$ cat src/hdl/assert_macros.svh
// ----------------------------------------------------------------------------
// Assertion macros
// Shared concurrent assertion forms for the modular exponentiation block.
// ----------------------------------------------------------------------------
`ifndef ASSERT_MACROS_SVH
`define ASSERT_MACROS_SVH

// Check a property on the rising edge of a clock, off while reset is low.
`define MEXP_ASSERT_CLK(lbl, clk, rst_n, prop, msg) \
  lbl: assert property (@(posedge clk) disable iff (!rst_n) (prop)) else $error(msg);

// Same check on the block's own clock and reset.
`define MEXP_ASSERT(lbl, prop, msg) \
  `MEXP_ASSERT_CLK(lbl, clk_i, rst_ni, prop, msg)

`endif

$ cat src/hdl/mexp_pkg.sv
// ----------------------------------------------------------------------------
// Modular exponentiation package
// Widths, reset values, register indexes and shared types.
// ----------------------------------------------------------------------------
package mexp_pkg;

  localparam int MOD_BITS  = 32;
  localparam int DATA_BITS = 32;
  localparam int EXP_BITS  = 32;
  localparam int CNT_BITS  = $clog2(DATA_BITS);

  localparam logic [CNT_BITS-1:0] CNT_LAST = CNT_BITS'(DATA_BITS - 1);
  localparam logic [MOD_BITS-1:0] MOD_ONE  = MOD_BITS'(1);

  localparam logic [EXP_BITS-1:0]  EXPONENT_RESET = EXP_BITS'(65537);
  localparam logic [DATA_BITS-1:0] MODULUS_RESET  = DATA_BITS'(2);

  typedef enum logic {
    CFG_EXPONENT = 1'b0,
    CFG_MODULUS  = 1'b1
  } cfg_idx_e;

  typedef struct packed {
    logic [EXP_BITS-1:0]  exponent;
    logic [DATA_BITS-1:0] modulus;
  } cfg_t;

endpackage

$ cat src/hdl/mexp_addmod.sv
// ----------------------------------------------------------------------------
// Modular adder
// Computes (a + b + cin) mod m for a + b + cin below twice m.
// ----------------------------------------------------------------------------
module mexp_addmod (
  input  logic [mexp_pkg::MOD_BITS-1:0] a_i,
  input  logic [mexp_pkg::MOD_BITS-1:0] b_i,
  input  logic                          cin_i,
  input  logic [mexp_pkg::MOD_BITS-1:0] m_i,
  output logic [mexp_pkg::MOD_BITS-1:0] sum_o
);
  import mexp_pkg::*;

  logic [MOD_BITS:0] raw;
  logic [MOD_BITS:0] red;

  assign raw = {1'b0, a_i} + {1'b0, b_i} + {{MOD_BITS{1'b0}}, cin_i};
  assign red = raw - {1'b0, m_i};

  always_comb begin
    if (raw >= {1'b0, m_i}) begin
      sum_o = red[MOD_BITS-1:0];
    end else begin
      sum_o = raw[MOD_BITS-1:0];
    end
  end

endmodule

$ cat src/hdl/mexp_engine.sv
// ----------------------------------------------------------------------------
// Exponentiation engine
// Sequencer around one modular adder: input reduction, shift-add multiply
// and right-to-left square-and-multiply.
// ----------------------------------------------------------------------------
`include "assert_macros.svh"

module mexp_engine (
  input  logic                           clk_i,
  input  logic                           rst_ni,
  input  mexp_pkg::cfg_t                 cfg_i,
  input  logic                           start_i,
  input  logic [mexp_pkg::DATA_BITS-1:0] value_i,
  output logic                           busy_o,
  output logic                           valid_o,
  output logic [mexp_pkg::DATA_BITS-1:0] result_o
);
  import mexp_pkg::*;

  typedef enum logic [2:0] {
    ST_IDLE,
    ST_REDUCE,
    ST_POW_MUL,
    ST_POW_SQR,
    ST_MUL_ADD,
    ST_MUL_DBL
  } state_e;

  state_e                state_q;
  state_e                ret_q;
  logic                  tgt_acc_q;
  logic [MOD_BITS-1:0]   m_q;
  logic [EXP_BITS-1:0]   e_q;
  logic [DATA_BITS-1:0]  v_q;
  logic [CNT_BITS-1:0]   cnt_q;
  logic [MOD_BITS-1:0]   acc_q;
  logic [MOD_BITS-1:0]   base_q;
  logic [MOD_BITS-1:0]   x_q;
  logic [MOD_BITS-1:0]   y_q;
  logic [MOD_BITS-1:0]   p_q;
  logic                  valid_q;
  logic [DATA_BITS-1:0]  res_q;

  logic [63:0]           mod_wide;
  logic [63:0]           acc_wide;
  logic [MOD_BITS-1:0]   m_in;
  logic [DATA_BITS-1:0]  acc_res;
  logic [MOD_BITS-1:0]   ua;
  logic [MOD_BITS-1:0]   ub;
  logic                  ucin;
  logic [MOD_BITS-1:0]   sum;

  assign mod_wide = 64'(cfg_i.modulus);
  assign m_in     = mod_wide[MOD_BITS-1:0];
  assign acc_wide = 64'(acc_q);
  assign acc_res  = acc_wide[DATA_BITS-1:0];

  always_comb begin
    ua   = x_q;
    ub   = x_q;
    ucin = 1'b0;
    case (state_q)
      ST_REDUCE: begin
        ua   = base_q;
        ub   = base_q;
        ucin = v_q[DATA_BITS-1];
      end
      ST_MUL_ADD: begin
        if (y_q[0]) begin
          ua = p_q;
        end
      end
      default: begin
        ua = x_q;
      end
    endcase
  end

  mexp_addmod u_addmod (
    .a_i   (ua),
    .b_i   (ub),
    .cin_i (ucin),
    .m_i   (m_q),
    .sum_o (sum)
  );

  always_ff @(posedge clk_i or negedge rst_ni) begin
    if (!rst_ni) begin
      state_q   <= ST_IDLE;
      ret_q     <= ST_POW_MUL;
      tgt_acc_q <= 1'b0;
      m_q       <= '0;
      e_q       <= '0;
      v_q       <= '0;
      cnt_q     <= '0;
      acc_q     <= '0;
      base_q    <= '0;
      x_q       <= '0;
      y_q       <= '0;
      p_q       <= '0;
      valid_q   <= 1'b0;
      res_q     <= '0;
    end else begin
      valid_q <= 1'b0;
      case (state_q)
        ST_IDLE: begin
          if (start_i) begin
            m_q    <= m_in;
            e_q    <= cfg_i.exponent;
            v_q    <= value_i;
            base_q <= '0;
            cnt_q  <= '0;
            acc_q  <= (m_in == MOD_ONE) ? '0 : MOD_ONE;
            if (m_in == '0) begin
              valid_q <= 1'b1;
              res_q   <= '0;
            end else begin
              state_q <= ST_REDUCE;
            end
          end
        end
        ST_REDUCE: begin
          base_q <= sum;
          v_q    <= v_q << 1;
          cnt_q  <= cnt_q + 1'b1;
          if (cnt_q == CNT_LAST) begin
            state_q <= ST_POW_MUL;
          end
        end
        ST_POW_MUL: begin
          if (e_q == '0) begin
            valid_q <= 1'b1;
            res_q   <= acc_res;
            state_q <= ST_IDLE;
          end else if (e_q[0]) begin
            x_q       <= acc_q;
            y_q       <= base_q;
            p_q       <= '0;
            tgt_acc_q <= 1'b1;
            ret_q     <= ST_POW_SQR;
            state_q   <= ST_MUL_ADD;
          end else begin
            state_q <= ST_POW_SQR;
          end
        end
        ST_POW_SQR: begin
          e_q <= e_q >> 1;
          if (e_q[EXP_BITS-1:1] == '0) begin
            valid_q <= 1'b1;
            res_q   <= acc_res;
            state_q <= ST_IDLE;
          end else begin
            x_q       <= base_q;
            y_q       <= base_q;
            p_q       <= '0;
            tgt_acc_q <= 1'b0;
            ret_q     <= ST_POW_MUL;
            state_q   <= ST_MUL_ADD;
          end
        end
        ST_MUL_ADD: begin
          if (y_q == '0) begin
            if (tgt_acc_q) begin
              acc_q <= p_q;
            end else begin
              base_q <= p_q;
            end
            state_q <= ret_q;
          end else if (y_q[0]) begin
            p_q     <= sum;
            state_q <= ST_MUL_DBL;
          end else begin
            x_q <= sum;
            y_q <= y_q >> 1;
          end
        end
        ST_MUL_DBL: begin
          x_q     <= sum;
          y_q     <= y_q >> 1;
          state_q <= ST_MUL_ADD;
        end
        default: begin
          state_q <= ST_IDLE;
        end
      endcase
    end
  end

  assign busy_o   = (state_q != ST_IDLE);
  assign valid_o  = valid_q;
  assign result_o = res_q;

  `MEXP_ASSERT(a_valid_idle, valid_q |-> (state_q == ST_IDLE), "result shown while busy")
  `MEXP_ASSERT(a_start_acts, (start_i && state_q == ST_IDLE) |=> (busy_o || valid_q), "item dropped")
  `MEXP_ASSERT(a_mul_range, (state_q == ST_MUL_ADD) |-> (x_q < m_q && p_q < m_q), "operand not reduced")

endmodule

$ cat src/hdl/modular_exponentiation.sv
// Sequence: the input is first reduced modulo the modulus, then each exponent bit passes
// through the ST_POW_MUL and ST_POW_SQR states and up to two shift-add multiplies;
// one item at a time (busy high).
// All of the arithmetic goes through the single modular adder.
// The result strobe is high for one cycle; the receiver cannot stall it.
// Reset: asynchronous, active low; exponent returns to 65537 and modulus to 2.
// ----------------------------------------------------------------------------
// Modular exponentiation top level
// Configuration registers and the exponentiation engine.
// ----------------------------------------------------------------------------
module modular_exponentiation (
  input  logic                           clk_i,
  input  logic                           rst_ni,
  input  logic                           cfg_we_i,
  input  mexp_pkg::cfg_idx_e             cfg_idx_i,
  input  logic [mexp_pkg::DATA_BITS-1:0] cfg_data_i,
  input  logic                           start,
  output logic                           busy,
  input  logic [mexp_pkg::DATA_BITS-1:0] value_i,
  output logic                           result_valid_o,
  output logic [mexp_pkg::DATA_BITS-1:0] result_o
);
  import mexp_pkg::*;

  logic [EXP_BITS-1:0]  exponent_q;
  logic [DATA_BITS-1:0] modulus_q;
  cfg_t                 cfg;

  always_ff @(posedge clk_i or negedge rst_ni) begin
    if (!rst_ni) begin
      exponent_q <= EXPONENT_RESET;
      modulus_q  <= MODULUS_RESET;
    end else if (cfg_we_i) begin
      case (cfg_idx_i)
        CFG_EXPONENT: exponent_q <= cfg_data_i;
        CFG_MODULUS:  modulus_q  <= cfg_data_i;
        default: begin
          exponent_q <= exponent_q;
        end
      endcase
    end
  end

  assign cfg.exponent = exponent_q;
  assign cfg.modulus  = modulus_q;

  mexp_engine u_engine (
    .clk_i    (clk_i),
    .rst_ni   (rst_ni),
    .cfg_i    (cfg),
    .start_i  (start),
    .value_i  (value_i),
    .busy_o   (busy),
    .valid_o  (result_valid_o),
    .result_o (result_o)
  );

endmodule
$ cat config.mk
export PLATFORM = sky130hd
export DESIGN_NAME = modular_exponentiation
export DESIGN_NICKNAME = d
export VERILOG_FILES = /design/src/hdl/mexp_pkg.sv /design/src/hdl/mexp_addmod.sv /design/src/hdl/mexp_engine.sv /design/src/hdl/modular_exponentiation.sv
export VERILOG_INCLUDE_DIRS = /design/src /design/src/hdl
export SDC_FILE = /design/constraint.sdc
export NUM_CORES = 1
export LEC_CHECK = 0
export ABC_CLOCK_PERIOD_IN_PS = 15000
export BUFFER_PORTS_ARGS = -buffer_cell sky130_fd_sc_hd__clkbuf_2
export CELL_PAD_IN_SITES_DETAIL_PLACEMENT = 1
export CELL_PAD_IN_SITES_GLOBAL_PLACEMENT = 2
export CORE_MARGIN = 4
export CORE_UTILIZATION = 42
export CTS_CLUSTER_DIAMETER = 80
export DETAILED_ROUTE_END_ITERATION = 16
export GPL_ROUTABILITY_DRIVEN = 0
export GPL_TIMING_DRIVEN = 0
export PLACE_DENSITY = 0.85
export SKIP_CTS_REPAIR_TIMING = 1
export SLEW_MARGIN = 20
export SYNTH_ARGS = -nofsm -noshare
export SYNTH_HDL_FRONTEND = slang
export SYNTH_SLANG_ARGS = --single-unit
$ cat constraint.sdc
create_clock -name clk_i -period 15 [get_ports clk_i]
set_input_delay 3 -clock clk_i [delete_from_list [all_inputs] [get_ports clk_i]]
set_output_delay 3 -clock clk_i [all_outputs]
set_load 0.05 [all_outputs]
==> impl_metrics.yaml <==
routing:
  viasPerCell: 5.83
  wl_per_cell_um: 22.9
  firstDrtPassIters: 7
  drt_wl_total_um: 70600
  ant_nets: 0
  remaining_drc_errors: 0
  drt-initial-drc-count: 1320
  via_count: 18003
yosys:
  seq_area_frac_synth_pct: 44.3
  avgSynthCellArea_sq_um: 8.94
  yosys_warnings: 0
  synth.largest_area_cell: "dfrtp_1"
  netlist_top_cells_area: "dfrtp_1 (44%), nand2_1 (8.3%), o21ai_0 (4.9%)"
  synth_top_area_share_pct: 43.9
  netlist_area_sq_um: 20500
  synth_common_cells: "nand2_1 (454), dfrtp_1 (359), nor2_1 (203), o21ai_0 (199), clkbuf_1 (99)"
  synth_fp_nets: 2430
  synth_edf_count: 0
  synth_ff_type: "dfrtp_1"
  ys_seq_elements: 362
  synth_cell_types: 84
  netlist_instances: 2289
  yosysMostFrequentCell: "nand2_1"
  ys_async_sr_fraction_pct: 100
worst_setup_path:
  critPathKind: "reg -> reg"
  critPathLaunchType: "flip-flop"
  path_common_cell: "nand2_1"
  cp.required_ns: 15.46
  max_stage_delay_ns: 0.62
  rr_worst_depth: 27
  critPathSlowestCell: "clkbuf_1"
  arrival_ns: 8.39
  endpoint_kind: "flip-flop"
  critPathMaxFanout: 10
clock_network:
  clock-sinks: 362
  root_buffer: "clkbuf_16"
  htree_num_levels: 2
  insertion_delay_ns: 0.59
  cts_buffer_depth: 3
  numCtsBuffers: 42
  cts_tree: "yes"
  clkSlewWorstSetupHoldPaths_ns: 0.06
flow_run:
  cap_violations: 0
finish:
  drive_above_1_share_pct: 13.0
  n_fill_cell: 5604
  nets: 2580
  syn_to_final_growth_pct: 13.7
  multi_input_comb_area_sq_um: 10600
  seq_area_sq_um: 9060
  stdcell_count: 3086
  final_util_pct: 48.5
  antenna_cells: 0
global_routing:
  grt_overflow_total: 0
  grt_pass1_vias: 18981
  grt_antenna_before_repair: 1
  grt_pass1_wl_um: 111000
  grt_usage_pct: 26.6
  grt_max_degree: 89
worst_hold_path:
  hold_path_depth: 2
  worstHoldPathType: "reg -> reg"
floorplan:
  start_util_pct: 42.7
  coreArea_sq_um: 47900
  num_io_pins: 103
  fp.dieW_um: 229
  die_h_um: 229
  placement_rows: 80
  dieArea_sq_um: 52300
timing:
  fin_crit_sh_pct: 52.9
  fmax_mhz: 126
  hold_viol_final: 0
  slew_headroom_pct: 18.9
  post-route-min-period_ns: 7.93
  worstMarginPinSlew_ns: 1.21
  fin_ws_ns: 7.07
  fin_skew_ns: 0.0292
  setup-tns-final_ns: 0
  setup_viol: 0
  slew_violations: 0
  rsz0062_at_grt: "false"
place:
  dpl.hpwl_um: 55000
  pre_cts_ws_ns: 7.14
  port_buffers: 102
  placed_cells_incl_taps: 3010
run_status:
  status: "finished clean"
## critical path, delay by kind of cell, from the launching register on
| kind | cells | cell delay (ns) |
|---|---|---|
| flops | 1 | 0.41 |
| compound gates | 8 | 2.28 |
| mux | 2 | 0.86 |
| simple gates | 8 | 1.18 |
| buf+inv | 6 | 2.22 |
| fa+ha+maj | 2 | 0.54 |
| xor+xnor | 1 | 0.31 |
## placed cells by master, fill, tap and decap left out, types with 18 or more instances in the layout
cell type	synthesis	routed
clkbuf_2	1	102
clkbuf_16	0	42
and3_1	38	38
xnor2_1	33	33
nor2_1	203	203
nand3_1	44	44
o21a_1	25	25
a221oi_1	36	36
nand2_1	454	454
mux2_2	84	84
nor4_1	27	27
a21o_1	22	22
o21ai_1	22	22
o22ai_1	33	33
mux2i_1	58	58
a21oi_1	97	97
buf_2	20	20
dfrtp_1	359	359
buf_1	18	18
inv_1	53	53
nor3_1	28	28
a32oi_1	29	29
clkbuf_1	99	106
ha_1	69	69
o21ai_0	199	199
## cell families after synthesis
| kind of cell | after synthesis | share of synthesized area [%] |
|---|---|---|
| xor+xnor | 49 | 2.10 |
| compound gates | 598 | 19.3 |
| buf+inv | 196 | 3.83 |
| flops | 362 | 44.3 |
| mux | 147 | 7.83 |
| simple gates | 865 | 18.2 |
| fa+ha+maj | 72 | 4.51 |
## worst paths after layout
path	startpoint	endpoint	slack, ns
max	u_engine.state_q[1]	u_engine.base_q[4]	7.07
min	u_engine.result_o[15]	u_engine.result_o[15]	0.46
max reg2reg	u_engine.state_q[1]	u_engine.base_q[4]	7.07
min reg2reg	u_engine.result_o[15]	u_engine.result_o[15]	0.46
max in group asynchronous	rst_ni	u_engine.v_q[12]	11.32
min in group asynchronous	rst_ni	u_engine.result_o[30]	2.40
## state kept, by name (all words and copies together), names as in the netlist
| register | count |
|---|---|
| exponent_q | 32 |
| modulus_q | 32 |
| u_engine.acc_q | 32 |
| u_engine.base_q | 32 |
| u_engine.cnt_q | 5 |
| u_engine.e_q | 32 |
| u_engine.m_q | 32 |
| u_engine.p_q | 32 |
| u_engine.result_o | 32 |
| u_engine.ret_q | 1 |
| u_engine.state_q | 3 |
| u_engine.v_q | 32 |
| u_engine.valid_o | 1 |
| u_engine.x_q | 32 |
| u_engine.y_q | 32 |
## through the flow
step | hold slack [ns] | area (sq um)
floorplan | 0.435 | 20500
global placement | 0.450 | 21700
detailed placement | 0.459 | 21900
CTS | 0.471 | 23300
global route | 0.494 | 23300
finish | 0.465 | 23300
## layout make-up
cell class,instances,share of cell area (%)
multi-input cells,1731,45.6
flip-flops and latches,362,39.0
clock buffers,59,5.22
well taps,615,3.31
repair buffers,106,2.71
plain buffers,141,2.48
inverters,55,0.887
clock inverters,17,0.812
## per-layer routing
metal | track usage, % | vias to the layer above | share of wire, %
met5 | 0 | - | 0
met4 | 7.58 | 0 | 2.7
met3 | 3.32 | 95 | 4.5
met2 | 45.2 | 427 | 48
met1 | 35.9 | 9041 | 45
li1 | - | 8440 | -
Power is left out: the tool's default activity adds up to more than one toggle a clock period on the data nets, which glitch-free logic cannot reach.
